## src/sv/bsc_pkg.sv

```systemverilog
// ----------------------------------------------------------------------------
// Barometric compensation package
// Register indexes, calibration constants and sequencer states.
// ----------------------------------------------------------------------------
package bsc_pkg;

   localparam int unsigned DataWidth = 32;
   localparam int unsigned RawWidth  = 19;
   localparam int unsigned CsrWidth  = 64;
   localparam int unsigned AddrWidth = 5;
   localparam int unsigned CntWidth  = $clog2(DataWidth);

   localparam logic [1:0] REG_TEMP_CAL    = 2'd0;
   localparam logic [1:0] REG_PRESS_CAL_A = 2'd1;
   localparam logic [1:0] REG_PRESS_CAL_B = 2'd2;
   localparam logic [1:0] REG_OSS         = 2'd3;

   localparam logic [DataWidth-1:0] B6_OFFSET   = 32'd4000;
   localparam logic [DataWidth-1:0] B4_OFFSET   = 32'd32768;
   localparam logic [DataWidth-1:0] PRESS_SCALE = 32'd50000;
   localparam logic [DataWidth-1:0] SIGN_BIT    = 32'h8000_0000;
   localparam logic [DataWidth-1:0] POLY_C1     = 32'd3038;
   localparam logic [DataWidth-1:0] POLY_C2     = 32'hFFFF_E343; // -7357
   localparam logic [DataWidth-1:0] POLY_C3     = 32'd3791;

   localparam logic [1:0] OSS_RESET = 2'd1;

   typedef enum logic [4:0] {
      ST_IDLE,
      ST_T_MUL,
      ST_T_DEN,
      ST_T_FIN,
      ST_P_SQ,
      ST_P_X1,
      ST_P_X2,
      ST_P_B3,
      ST_P_X4,
      ST_P_B4,
      ST_P_B7,
      ST_P_DIV,
      ST_P_TT,
      ST_P_C1,
      ST_P_C2,
      ST_P_FIN,
      ST_DIV,
      ST_DONE
   } bsc_state_type;

endpackage

```

## src/sv/barometric_sensor_compensation_unit.sv

```systemverilog
// ----------------------------------------------------------------------------
// Barometric sensor compensation unit
// Integer calibration of raw temperature and pressure readings, one shared
// 32x32 multiplier and one radix-2 divider under a small sequencer.
// ----------------------------------------------------------------------------
//  channel | direction | handshake           | payload
//  req     | in        | req_valid/req_stall | req_kind, req_raw_reading
//  rsp     | out       | rsp_valid/rsp_stall | rsp_result_kind,
//          |           |                     | rsp_compensated_value,
//          |           |                     | rsp_divide_error
//  csr     | in        | APB psel/penable    | csr_paddr, csr_pwdata, csr_prdata
//
//  A temperature item runs T_MUL, T_DEN, the divider and T_FIN; a pressure
//  item runs P_SQ to P_DIV, the divider, then P_TT to P_FIN. Every item ends
//  in DONE, which loads the result register. A zero divisor skips the
//  divider and the steps after it. One item is worked at a time; req_stall
//  stays high until the result is in the output register, which holds it
//  while rsp_stall is high. Synchronous reset clears control, the calibration
//  registers and the stored B5, and sets the oversampling register to OSS_RESET.
// ----------------------------------------------------------------------------
module barometric_sensor_compensation_unit (
   input  logic                                  clock,
   input  logic                                  reset,
   input  logic                                  req_valid,
   output logic                                  req_stall,
   input  logic                                  req_kind,
   input  logic [bsc_pkg::RawWidth-1:0]          req_raw_reading,
   output logic                                  rsp_valid,
   input  logic                                  rsp_stall,
   output logic                                  rsp_result_kind,
   output logic signed [bsc_pkg::DataWidth-1:0]  rsp_compensated_value,
   output logic                                  rsp_divide_error,
   input  logic                                  csr_psel,
   input  logic                                  csr_penable,
   input  logic                                  csr_pwrite,
   input  logic [bsc_pkg::AddrWidth-1:0]         csr_paddr,
   input  logic [bsc_pkg::CsrWidth-1:0]          csr_pwdata,
   output logic [bsc_pkg::CsrWidth-1:0]          csr_prdata,
   output logic                                  csr_pready
);

   localparam int unsigned W = bsc_pkg::DataWidth;

   // configuration registers
   logic [63:0] temp_cal_ff, press_cal_a_ff;
   logic [31:0] press_cal_b_ff;
   logic [1:0]  oss_ff;

   // sequencer and datapath registers
   bsc_pkg::bsc_state_type state_ff, state_in;
   logic                           kind_ff, kind_in;
   logic [bsc_pkg::RawWidth-1:0]   raw_ff, raw_in;
   logic [W-1:0] prod_ff, prod_in;
   logic [W-1:0] acc_ff, acc_in;
   logic [W-1:0] sq_ff, sq_in;
   logic [W-1:0] b3_ff, b3_in;
   logic [W-1:0] p_ff, p_in;
   logic [W-1:0] last_b5_ff, last_b5_in;
   logic [W-1:0] rem_ff, rem_in;
   logic [W-1:0] quot_ff, quot_in;
   logic [W-1:0] dvs_ff, dvs_in;
   logic         neg_ff, neg_in;
   logic         dbl_ff, dbl_in;
   logic [bsc_pkg::CntWidth-1:0] cnt_ff, cnt_in;
   logic [W-1:0] val_ff, val_in;
   logic         err_ff, err_in;

   // output register
   logic         out_valid_ff, out_valid_in;
   logic         out_kind_ff, out_kind_in;
   logic [W-1:0] out_val_ff, out_val_in;
   logic         out_err_ff, out_err_in;

   // shared multiplier operands
   logic [W-1:0] mul_a, mul_b;

   // coefficient fields
   logic [W-1:0] ac1, ac2, ac3, ac4, ac5, ac6, mc, md, b1, b2, b6;

   logic accept, out_free, csr_write;
   logic [W:0] rem_sh;

   // scratch values for the datapath block
   logic [W-1:0] x1, den, mcs, x3, qv, b5, tt;

   assign accept    = req_valid && !req_stall;
   assign out_free  = !out_valid_ff || !rsp_stall;
   assign csr_write = csr_psel && csr_penable && csr_pwrite && csr_pready;

   assign ac5 = {16'd0, temp_cal_ff[63:48]};
   assign ac6 = {16'd0, temp_cal_ff[47:32]};
   assign mc  = {{16{temp_cal_ff[31]}}, temp_cal_ff[31:16]};
   assign md  = {{16{temp_cal_ff[15]}}, temp_cal_ff[15:0]};
   assign ac1 = {{16{press_cal_a_ff[63]}}, press_cal_a_ff[63:48]};
   assign ac2 = {{16{press_cal_a_ff[47]}}, press_cal_a_ff[47:32]};
   assign ac3 = {{16{press_cal_a_ff[31]}}, press_cal_a_ff[31:16]};
   assign ac4 = {16'd0, press_cal_a_ff[15:0]};
   assign b1  = {{16{press_cal_b_ff[31]}}, press_cal_b_ff[31:16]};
   assign b2  = {{16{press_cal_b_ff[15]}}, press_cal_b_ff[15:0]};
   assign b6  = last_b5_ff - bsc_pkg::B6_OFFSET;

   // one divider step: shift in the next dividend bit, subtract if it fits
   assign rem_sh = {rem_ff, quot_ff[W-1]};

   // low word of the product; signedness does not change it
   assign prod_in = mul_a * mul_b;

   // ---------------------------------------------------------------- csr port
   assign csr_pready = 1'b1;

   always_comb begin
      case (csr_paddr[4:3])
         bsc_pkg::REG_TEMP_CAL:    csr_prdata = temp_cal_ff;
         bsc_pkg::REG_PRESS_CAL_A: csr_prdata = press_cal_a_ff;
         bsc_pkg::REG_PRESS_CAL_B: csr_prdata = {32'd0, press_cal_b_ff};
         bsc_pkg::REG_OSS:         csr_prdata = {62'd0, oss_ff};
         default:                  csr_prdata = '0;
      endcase
   end

   always_ff @(posedge clock) begin
      if (reset) begin
         temp_cal_ff    <= '0;
         press_cal_a_ff <= '0;
         press_cal_b_ff <= '0;
         oss_ff         <= bsc_pkg::OSS_RESET;
      end else if (csr_write) begin
         case (csr_paddr[4:3])
            bsc_pkg::REG_TEMP_CAL:    temp_cal_ff    <= csr_pwdata;
            bsc_pkg::REG_PRESS_CAL_A: press_cal_a_ff <= csr_pwdata;
            bsc_pkg::REG_PRESS_CAL_B: press_cal_b_ff <= csr_pwdata[31:0];
            bsc_pkg::REG_OSS:         oss_ff         <= csr_pwdata[1:0];
            default: ;
         endcase
      end
   end

   // -------------------------------------------------------------- next state
   always_comb begin
      state_in = state_ff;
      case (state_ff)
         bsc_pkg::ST_IDLE: begin
            if (accept) state_in = req_kind ? bsc_pkg::ST_P_SQ : bsc_pkg::ST_T_MUL;
         end
         bsc_pkg::ST_T_MUL: state_in = bsc_pkg::ST_T_DEN;
         bsc_pkg::ST_T_DEN: begin
            // zero denominator: skip the divider
            state_in = (den == '0) ? bsc_pkg::ST_DONE : bsc_pkg::ST_DIV;
         end
         bsc_pkg::ST_T_FIN: state_in = bsc_pkg::ST_DONE;
         bsc_pkg::ST_P_SQ:  state_in = bsc_pkg::ST_P_X1;
         bsc_pkg::ST_P_X1:  state_in = bsc_pkg::ST_P_X2;
         bsc_pkg::ST_P_X2:  state_in = bsc_pkg::ST_P_B3;
         bsc_pkg::ST_P_B3:  state_in = bsc_pkg::ST_P_X4;
         bsc_pkg::ST_P_X4:  state_in = bsc_pkg::ST_P_B4;
         bsc_pkg::ST_P_B4:  state_in = bsc_pkg::ST_P_B7;
         bsc_pkg::ST_P_B7:  state_in = bsc_pkg::ST_P_DIV;
         bsc_pkg::ST_P_DIV: begin
            state_in = (dvs_ff == '0) ? bsc_pkg::ST_DONE : bsc_pkg::ST_DIV;
         end
         bsc_pkg::ST_DIV: begin
            if (cnt_ff == '1) state_in = kind_ff ? bsc_pkg::ST_P_TT : bsc_pkg::ST_T_FIN;
         end
         bsc_pkg::ST_P_TT:  state_in = bsc_pkg::ST_P_C1;
         bsc_pkg::ST_P_C1:  state_in = bsc_pkg::ST_P_C2;
         bsc_pkg::ST_P_C2:  state_in = bsc_pkg::ST_P_FIN;
         bsc_pkg::ST_P_FIN: state_in = bsc_pkg::ST_DONE;
         bsc_pkg::ST_DONE: begin
            if (out_free) state_in = bsc_pkg::ST_IDLE;
         end
         default: state_in = bsc_pkg::ST_IDLE;
      endcase
   end

   // ---------------------------------------------------------------- datapath
   always_comb begin
      x1  = $unsigned($signed(prod_ff) >>> 15);
      den = x1 + md;
      mcs = mc << 11;
      x3  = '0;
      qv  = neg_ff ? (32'd0 - quot_ff) : quot_ff;
      b5  = acc_ff + qv;
      tt  = '0;

      req_stall  = (state_ff != bsc_pkg::ST_IDLE);
      kind_in    = kind_ff;
      raw_in     = raw_ff;
      acc_in     = acc_ff;
      sq_in      = sq_ff;
      b3_in      = b3_ff;
      p_in       = p_ff;
      last_b5_in = last_b5_ff;
      rem_in     = rem_ff;
      quot_in    = quot_ff;
      dvs_in     = dvs_ff;
      neg_in     = neg_ff;
      dbl_in     = dbl_ff;
      cnt_in     = cnt_ff;
      val_in     = val_ff;
      err_in     = err_ff;
      mul_a      = '0;
      mul_b      = '0;

      out_valid_in = out_valid_ff && rsp_stall;
      out_kind_in  = out_kind_ff;
      out_val_in   = out_val_ff;
      out_err_in   = out_err_ff;

      case (state_ff)
         bsc_pkg::ST_IDLE: begin
            if (accept) begin
               kind_in = req_kind;
               raw_in  = req_raw_reading;
               err_in  = 1'b0;
               val_in  = '0;
            end
         end
         bsc_pkg::ST_T_MUL: begin
            mul_a = {{(W-bsc_pkg::RawWidth){1'b0}}, raw_ff} - ac6;
            mul_b = ac5;
         end
         bsc_pkg::ST_T_DEN: begin
            // hold x1 in acc for the final B5 sum, set up the signed divide
            acc_in  = x1;
            err_in  = (den == '0);
            quot_in = mcs[W-1] ? (32'd0 - mcs) : mcs;
            dvs_in  = den[W-1] ? (32'd0 - den) : den;
            neg_in  = mcs[W-1] ^ den[W-1];
            rem_in  = '0;
            cnt_in  = '0;
         end
         bsc_pkg::ST_T_FIN: begin
            last_b5_in = b5;
            val_in     = $unsigned($signed(b5 + 32'd8) >>> 4);
         end
         bsc_pkg::ST_P_SQ: begin
            mul_a = b6;
            mul_b = b6;
         end
         bsc_pkg::ST_P_X1: begin
            sq_in = $unsigned($signed(prod_ff) >>> 12);
            mul_a = b2;
            mul_b = sq_in;
         end
         bsc_pkg::ST_P_X2: begin
            acc_in = $unsigned($signed(prod_ff) >>> 11);
            mul_a  = ac2;
            mul_b  = b6;
         end
         bsc_pkg::ST_P_B3: begin
            x3    = acc_ff + $unsigned($signed(prod_ff) >>> 11);
            b3_in = $unsigned($signed(((ac1 << 2) + x3) << oss_ff) + 32'sd2 >>> 2);
            mul_a = ac3;
            mul_b = b6;
         end
         bsc_pkg::ST_P_X4: begin
            acc_in = $unsigned($signed(prod_ff) >>> 13);
            mul_a  = b1;
            mul_b  = sq_ff;
         end
         bsc_pkg::ST_P_B4: begin
            x3    = acc_ff + $unsigned($signed(prod_ff) >>> 16) + 32'd2;
            x3    = $unsigned($signed(x3) >>> 2);
            mul_a = ac4;
            mul_b = x3 + bsc_pkg::B4_OFFSET;
         end
         bsc_pkg::ST_P_B7: begin
            dvs_in = prod_ff >> 15;
            mul_a  = {{(W-bsc_pkg::RawWidth){1'b0}}, raw_ff} - b3_ff;
            mul_b  = bsc_pkg::PRESS_SCALE >> oss_ff;
         end
         bsc_pkg::ST_P_DIV: begin
            // B7 below the sign bit doubles before the divide, else after
            err_in  = (dvs_ff == '0);
            dbl_in  = (prod_ff >= bsc_pkg::SIGN_BIT);
            quot_in = (prod_ff < bsc_pkg::SIGN_BIT) ? (prod_ff << 1) : prod_ff;
            neg_in  = 1'b0;
            rem_in  = '0;
            cnt_in  = '0;
         end
         bsc_pkg::ST_DIV: begin
            if (rem_sh >= {1'b0, dvs_ff}) begin
               rem_in  = W'(rem_sh - {1'b0, dvs_ff});
               quot_in = {quot_ff[W-2:0], 1'b1};
            end else begin
               rem_in  = rem_sh[W-1:0];
               quot_in = {quot_ff[W-2:0], 1'b0};
            end
            cnt_in = cnt_ff + 1'b1;
         end
         bsc_pkg::ST_P_TT: begin
            p_in  = dbl_ff ? (quot_ff << 1) : quot_ff;
            tt    = $unsigned($signed(p_in) >>> 8);
            mul_a = tt;
            mul_b = tt;
         end
         bsc_pkg::ST_P_C1: begin
            mul_a = prod_ff;
            mul_b = bsc_pkg::POLY_C1;
         end
         bsc_pkg::ST_P_C2: begin
            acc_in = $unsigned($signed(prod_ff) >>> 16);
            mul_a  = bsc_pkg::POLY_C2;
            mul_b  = p_ff;
         end
         bsc_pkg::ST_P_FIN: begin
            x3     = acc_ff + $unsigned($signed(prod_ff) >>> 16) + bsc_pkg::POLY_C3;
            val_in = p_ff + $unsigned($signed(x3) >>> 4);
         end
         bsc_pkg::ST_DONE: begin
            // load the result register once it is free
            if (out_free) begin
               out_valid_in = 1'b1;
               out_kind_in  = kind_ff;
               out_val_in   = err_ff ? '0 : val_ff;
               out_err_in   = err_ff;
            end
         end
         default: ;
      endcase
   end

   always_ff @(posedge clock) begin
      if (reset) begin
         state_ff     <= bsc_pkg::ST_IDLE;
         out_valid_ff <= 1'b0;
         last_b5_ff   <= '0;
         cnt_ff       <= '0;
      end else begin
         state_ff     <= state_in;
         out_valid_ff <= out_valid_in;
         last_b5_ff   <= last_b5_in;
         cnt_ff       <= cnt_in;
      end
   end

   always_ff @(posedge clock) begin
      kind_ff     <= kind_in;
      raw_ff      <= raw_in;
      prod_ff     <= prod_in;
      acc_ff      <= acc_in;
      sq_ff       <= sq_in;
      b3_ff       <= b3_in;
      p_ff        <= p_in;
      rem_ff      <= rem_in;
      quot_ff     <= quot_in;
      dvs_ff      <= dvs_in;
      neg_ff      <= neg_in;
      dbl_ff      <= dbl_in;
      val_ff      <= val_in;
      err_ff      <= err_in;
      out_kind_ff <= out_kind_in;
      out_val_ff  <= out_val_in;
      out_err_ff  <= out_err_in;
   end

   assign rsp_valid             = out_valid_ff;
   assign rsp_result_kind       = out_kind_ff;
   assign rsp_compensated_value = $signed(out_val_ff);
   assign rsp_divide_error      = out_err_ff;

endmodule

```

## config.mk

```make
export PLATFORM = sky130hd
export DESIGN_NAME = barometric_sensor_compensation_unit
export DESIGN_NICKNAME = d
export VERILOG_FILES = /design/src/sv/bsc_pkg.sv /design/src/sv/barometric_sensor_compensation_unit.sv
export SDC_FILE = /design/constraint.sdc
export NUM_CORES = 2
export LEC_CHECK = 0
export BUFFER_PORTS_ARGS = -buffer_cell sky130_fd_sc_hd__clkbuf_2
export CAP_MARGIN = 20
export CORE_MARGIN = 1.5
export CORE_UTILIZATION = 49
export DETAILED_ROUTE_END_ITERATION = 12
export PLACE_DENSITY = 0.66
export SLEW_MARGIN = 20
export SYNTH_ARGS = -nofsm -noshare
export SYNTH_HDL_FRONTEND = slang
export SYNTH_SLANG_ARGS = --single-unit
```

## constraint.sdc

```tcl
create_clock -name clock -period 26.2 [get_ports clock]
set_input_delay 0 -clock clock [delete_from_list [all_inputs] [get_ports clock]]
set_output_delay 0 -clock clock [all_outputs]
set_load 0.05 [all_outputs]
```

==> Word level (Yosys, flattened, before mapping) <==
Cells that the tools add are included.
{ "word_totals": {"register_bits": 536, "inputBits": 96, "out_inout_bits": 101, "elab_cells": 138} }
{ "classes": {"add_sub_neg": 19, "multipliers": 1, "order_cmp": 3, "n_eq_ne": 24, "n_shift": 2, "muxes": 30, "bitwise_logic": 1, "reduce_logical": 32} }
{ "ops": {"columns": ["op", "n"], "rows": [
  ["$pmux W32 S11", 1],
  ["$pmux W32 S9", 1],
  ["$pmux W64 S4", 1],
  ["$mux W32", 7],
  ["$pmux W32 S3", 2],
  ["$add A32 B32 Y32", 5],
  ["$pmux W32 S2", 2],
  ["$pmux W32 S4", 1],
  ["$pmux W5 S17", 1],
  ["$logic_not A32 Y1", 2],
  ["$eq A5 B4 Y1 const B", 8],
  ["$ge A33 B32 Y1", 1],
  ["$add A32 B12 Y32 const B", 1],
  ["$add A32 B2 Y32 const B", 1],
  ["$add A32 B3 Y32 const B", 1],
  ["$add A32 B4 Y32 const B", 1],
  ["$ge A32 B32 Y1 const B", 1],
  ["$lt A32 B32 Y1 const B", 1],
  ["$mul A32 B32 Y32", 1],
  ["$shl A32 B2 Y32", 1],
  ["$shr A16 B2 Y32 const A", 1],
  ["$sub A1 B32 Y32 const A", 1],
  ["$sub A32 B12 Y32 const B", 1],
  ["$sub A32 B32 Y32", 1],
  ["other kinds (35)", 68]
]} }

==> Longest topological paths before layout <==
{ "logic_depth": {"word_depth": 5, "mapped_depth": 46, "depth_no_buf": 45} }

==> Least setup slack after synthesis <==
No wires, ideal clock.
{ "synth_timing": {"path_type": "reg-to-reg", "from": "register prod_ff[17]", "to": "register prod_ff[31]", "setup_ps": 130, "arrival_time_ps": 11026, "required_time_ps": 26070, "path_slack_ps": 15044, "path_stages_with_launch": 40, "path_buffers": 1, "period_less_slack_ps": 11156, "cell_sequence": "dfxtp_1 -> clkbuf_1 -> inv_1 -> fa_1 -> nand2b_1 -> o2bb2ai_1 -> o311a_1 -> nor4_2 -> nand4_1 -> nor4_1 -> xnor2_1 -> ha_1 -> xnor2_1 -> xnor2_1 -> or4_1 -> a31oi_1 -> nor2_1 -> fa_1 -> [4 not listed] -> fa_1 -> fa_1 -> inv_1 -> fa_1 -> inv_1 -> fa_1 -> xor2_1 -> xnor2_1 -> xnor2_1 -> xnor2_1 -> xnor2_1 -> xnor2_1 -> xnor2_1 -> xor2_1 -> xnor2_1 -> xnor3_1 -> xnor3_1 -> xnor3_1"} }
{ "synth_between": {"elab_chain_len": 5, "word_cells_on_any_way": 6, "cone_classes": "3 x add/sub; 1 x mul; 2 x mux"} }
{ "synth_lines": {"columns": ["item", "line", "rtl"], "rows": [
  ["from (decl)", "barometric_sensor_compensation_unit.sv:53", "logic [W-1:0] prod_ff, prod_in;"],
  ["from (signal assigned)", "barometric_sensor_compensation_unit.sv:340", "prod_ff <= prod_in;"],
  ["$add A32 B32 Y32", "barometric_sensor_compensation_unit.sv:262", "x3 = acc_ff + $unsigned($signed(prod_ff) >>> 16) + 32'd2;"],
  ["$add A32 B2 Y32", "barometric_sensor_compensation_unit.sv:262", null],
  ["$add A30 B17 Y31", "barometric_sensor_compensation_unit.sv:265", "mul_b = x3 + bsc_pkg::B4_OFFSET;"],
  ["$pmux W32 S9", "barometric_sensor_compensation_unit.sv:209", "case (state_ff)"],
  ["$mul A32 B32 Y32 *", "barometric_sensor_compensation_unit.sv:106", "assign prod_in = mul_a * mul_b;"],
  ["via prod_in[31]", "barometric_sensor_compensation_unit.sv:53", null]
]} }
The timed path passes the listed nets; every way through them passes the cells marked *.
A chain may end at the register's enable or synchronous reset.

==> Final worst setup path <==
{ "layout_timing": {"from": "register acc_ff[0]", "to": "register prod_ff[31]"} }
{ "layout_between": {"elab_chain_len": 5} }
{ "layout_lines": {"columns": ["item", "line", "rtl"], "rows": [
  ["from (decl)", "barometric_sensor_compensation_unit.sv:54", "logic [W-1:0] acc_ff, acc_in;"],
  ["from (signal assigned)", "barometric_sensor_compensation_unit.sv:341", "acc_ff <= acc_in;"],
  ["$add A32 B32 Y32", "barometric_sensor_compensation_unit.sv:262", null],
  ["$add A32 B2 Y32", "barometric_sensor_compensation_unit.sv:262", null],
  ["$add A30 B17 Y31", "barometric_sensor_compensation_unit.sv:265", null],
  ["$pmux W32 S9", "barometric_sensor_compensation_unit.sv:209", null],
  ["$mul A32 B32 Y32", "barometric_sensor_compensation_unit.sv:106", null],
  ["via prod_in[31]", "barometric_sensor_compensation_unit.sv:53", null]
]} }
The timed path passes the listed nets, and every way through them passes these cells.

==> out/summary.txt <==
status: finished, final reports clean
core region area: 0.106 mm^2
Post-synth EDFFs: 275
synthesized-area fraction occupied by and/or/nand/nor cells: 0.181
wire length reported by the detailed router: 189 mm
total grt overflow: 0
Synth Flop Type: sky130_fd_sc_hd__edfxtp_1
average via count per standard cell: 6.00
HP Class: in -> reg
clock root cell: sky130_fd_sc_hd__clkbuf_16
data arrival time of the worst path: 13.01 ns
Cell variety after synth: 107
antenna violations before repair: 7
max-slew violation total from the final report: 0
post-route met1 wirelength: 79.8 mm
total placed cells including tap cells: 7602
number of filler cells placed in the layout: 9761
deepest clock path buffer count: 3
height of the chip: 330 um
drt wl/cell: 24.2 um
vias in the first global route: 44300
critical path class: reg -> reg
final setup TNS: 0 ns
Pre-Repair DR Iteration Count: 7
CP Capture Type: flop
Final Skew: 0.0651 ns
Detail Route met3 WL: 20.4 mm
depth of the CTS H-tree: 2
first-pass GRT wire length: 281 mm
top cell type's share of synthesized area: 0.166
number of failing hold endpoints at the final stage: 0
average size of a mapped cell: 8.45 um^2
largest net degree at the start of global routing: 81
later-pin clock latency in the skew report: 0.69 ns
mux contribution to synthesized area: 0.0341
drt initial violations: 5231
part of the Yosys area used for sequential elements: 0.248
total nets after synthesis: 7063
total number of clock tree sinks: 512
area of the die: 0.109 mm^2
count of max-cap constraint violations: 0
number of standard cells after synthesis: 6204
IO Count: 197
met2 WL: 79.1 mm
top cells by area, synth: sky130_fd_sc_hd__fa_1 17%, sky130_fd_sc_hd__edfxtp_1 16%, sky130_fd_sc_hd__dfxtp_1 9.1%
minimum clock period: 12.46 ns
ratio of total power to cell area: 98.8 mW/mm^2
TritonCTS clock tree: yes
Antenna Violating Nets Remaining: 0
top routing layer in use: met4
warning count from the yosys run: 0
number of storage elements in the synthesis netlist: 512
worst slew pin tran: 1.12 ns
final period utilization: 0.476
critical-path maximum fanout: 9
via count: 46800
share of flip-flops with an asynchronous set or reset after synthesis: 0
most used standard cell by instance count after synthesis: sky130_fd_sc_hd__nand2_1
max_slew headroom: 0.247
top cell type by total area after synthesis: sky130_fd_sc_hd__fa_1
horizontal extent of the die: 330 um
worst IR drop on VDD: 0.0651 mV
most instantiated cells after synthesis: 1037 x sky130_fd_sc_hd__nand2_1, 709 x sky130_fd_sc_hd__inv_1, 451 x sky130_fd_sc_hd__nor2_1
Area Growth Syn to Fin: 10.6%
Largest stage delay, worst path: 0.73 ns
XOR/XNOR Fraction of Synth Area: 0.0634
total clock buffers created by CTS: 57
Slowest cell on crit path: sky130_fd_sc_hd__o311ai_1
Pleak: 24.5 nW
number of standard cells in the final layout excluding fillers: 7804
number of standard-cell rows in the floorplan: 119
setup repair after global routing missed its margin: no
placer congestion estimate: 0.975
Detailed Place HPWL: 143 mm
number of I/O port buffers: 192
fraction of final layout cells sized beyond drive strength 1: 0.0869
type of element launching the critical path: flop
tightest hold margin: 0.0378 ns
NumNets Final: 7223
setup repair bufs after CTS: 0
Crit path top cell by count: sky130_fd_sc_hd__fa_1
Post-Synthesis Cell Area: 0.0524 mm^2
combinational family with the most area after synthesis: adder cells
final setup violation count: 0
number of resized instances in the post-cts repair step: 0
clock slew at reported path FFs: 0.07 ns
DRC: 0
required time of the worst setup path: 26.75 ns
Adder-Cell Fraction of Synth Area: 0.244
initial core utilization: 0.496
area fraction in compound gates after synthesis: 0.156
overall track demand over capacity in global routing: 0.345
Max Freq: 80.3 MHz
logic make-up (layout without fill, tap and decap cells):
logic type / after synthesis / after routing
muxes: 169 / 169
xor gates and xnor gates: 370 / 370
other: 2 / 4
DFF: 512 / 512
adders and majority gates: 763 / 763
buffers and inverters: 1018 / 1225
and+or+nand+nor: 2121 / 2121
AOI/OAI and AO/OA: 1249 / 1249
layer usage:
metal,global-route usage,up-vias
li1,-,21300
met1,0.484,22800
met2,0.504,2382
met3,0.0811,392
met4,0.154,0
met5,0,-
registers in the layout, summed over array words and instances, names as in the netlist, 2 cells and up:
name                   flops
rsp_compensated_value     32
prod_ff                   32
p_ff                      32
acc_ff                    21
press_cal_b_ff            32
b3_ff                     30
sq_ff                     20
dvs_ff                    19
state_ff                   5
quot_ff                   32
raw_ff                    19
val_ff                    32
rem_ff                    32
cnt_ff                     5
last_b5_ff                32
oss_ff                     2
temp_cal_ff               64
press_cal_a_ff            64
critical path, delay by kind of cell, from the launching register on:
kind / cells / cell delay, ns
fa+ha+maj: 10 / 4.46
flops: 1 / 0.60
simple gates: 6 / 2.16
buf+inv: 6 / 0.38
compound gates: 5 / 1.82
xor+xnor: 13 / 2.89
cell type report:
type	count	area, um^2	share of cell area
Timing Repair Buffer	405	2830	0.0488
Antenna cell	2	5.00	0.0000863
Multi-Input combinational cell	4674	35800	0.617
Inverter	714	2680	0.0462
Clock buffer	72	1580	0.0272
Clock inverter	34	377	0.00650
Sequential cell	512	13000	0.224
Tap cell	1391	1740	0.0300
layout by cell type, fill, tap and decap left out, drive strengths merged, types with 22 or more instances in the layout:
master and count:
nand3 87, a221o 28, buf 124, nor4 33, or2 31, o21bai 36
nand4 38, mux2i 130, clkbuf 261, fa 435, a31oi 30, o31ai 32
o21ai 244, a22oi 39, nor3 100, or3 34, o22ai 28, a221oi 30
o211ai 30, a21oi 416, nand2b 47, dlygate4sd3 92, and2 86, edfxtp 275
or4 22, xnor2 238, dfxtp 237, inv 719, a21o 61, and3 29
ha 328, mux2 35, xor2 126, o21a 39, a211oi 33, nand2 1038
nor2b 67, nor2 452
final timing paths:
check                      from               to  slack, ns  cells past startpoint
max reg2reg           acc_ff[0]      prod_ff[31]      13.74                     40
max                   acc_ff[0]      prod_ff[31]      13.74                     40
min          req_raw_reading[4]        raw_ff[4]       0.04                      2
min reg2reg     temp_cal_ff[37]  temp_cal_ff[37]       0.47                      2
power by group:
group	switching, W	leakage (nW)	total (W)	internal, W
Sequential	0.000107	4.48	0.00112	0.00101
Clock	0.000380	0.958	0.000854	0.000474
Combinational	0.00238	19.1	0.00375	0.00138
Total	0.00286	24.5	0.00573	0.00286
what timing repair did:
action / in CTS / in global routing
hold buffers: 92 / 0
hold endpoints to repair: 252 / 0
endpoints found under the setup margin: 0 / 0
stage by stage:
stage / worst slack (ns) / utilization / total power [W] / area, um^2
final: 13.74 / 0.548 / 0.00573 / 58000
after global placement: 14.01 / 0.521 / 0.00473 / 55000
after floorplan: 15.04 / - / 0.00370 / 52400
after detailed placement: 13.96 / 0.521 / 0.00476 / 55000
after global routing: 13.17 / 0.548 / 0.00613 / 58000
after CTS: 13.88 / 0.548 / 0.00566 / 57900
Power figures use the tool's default switching activity.
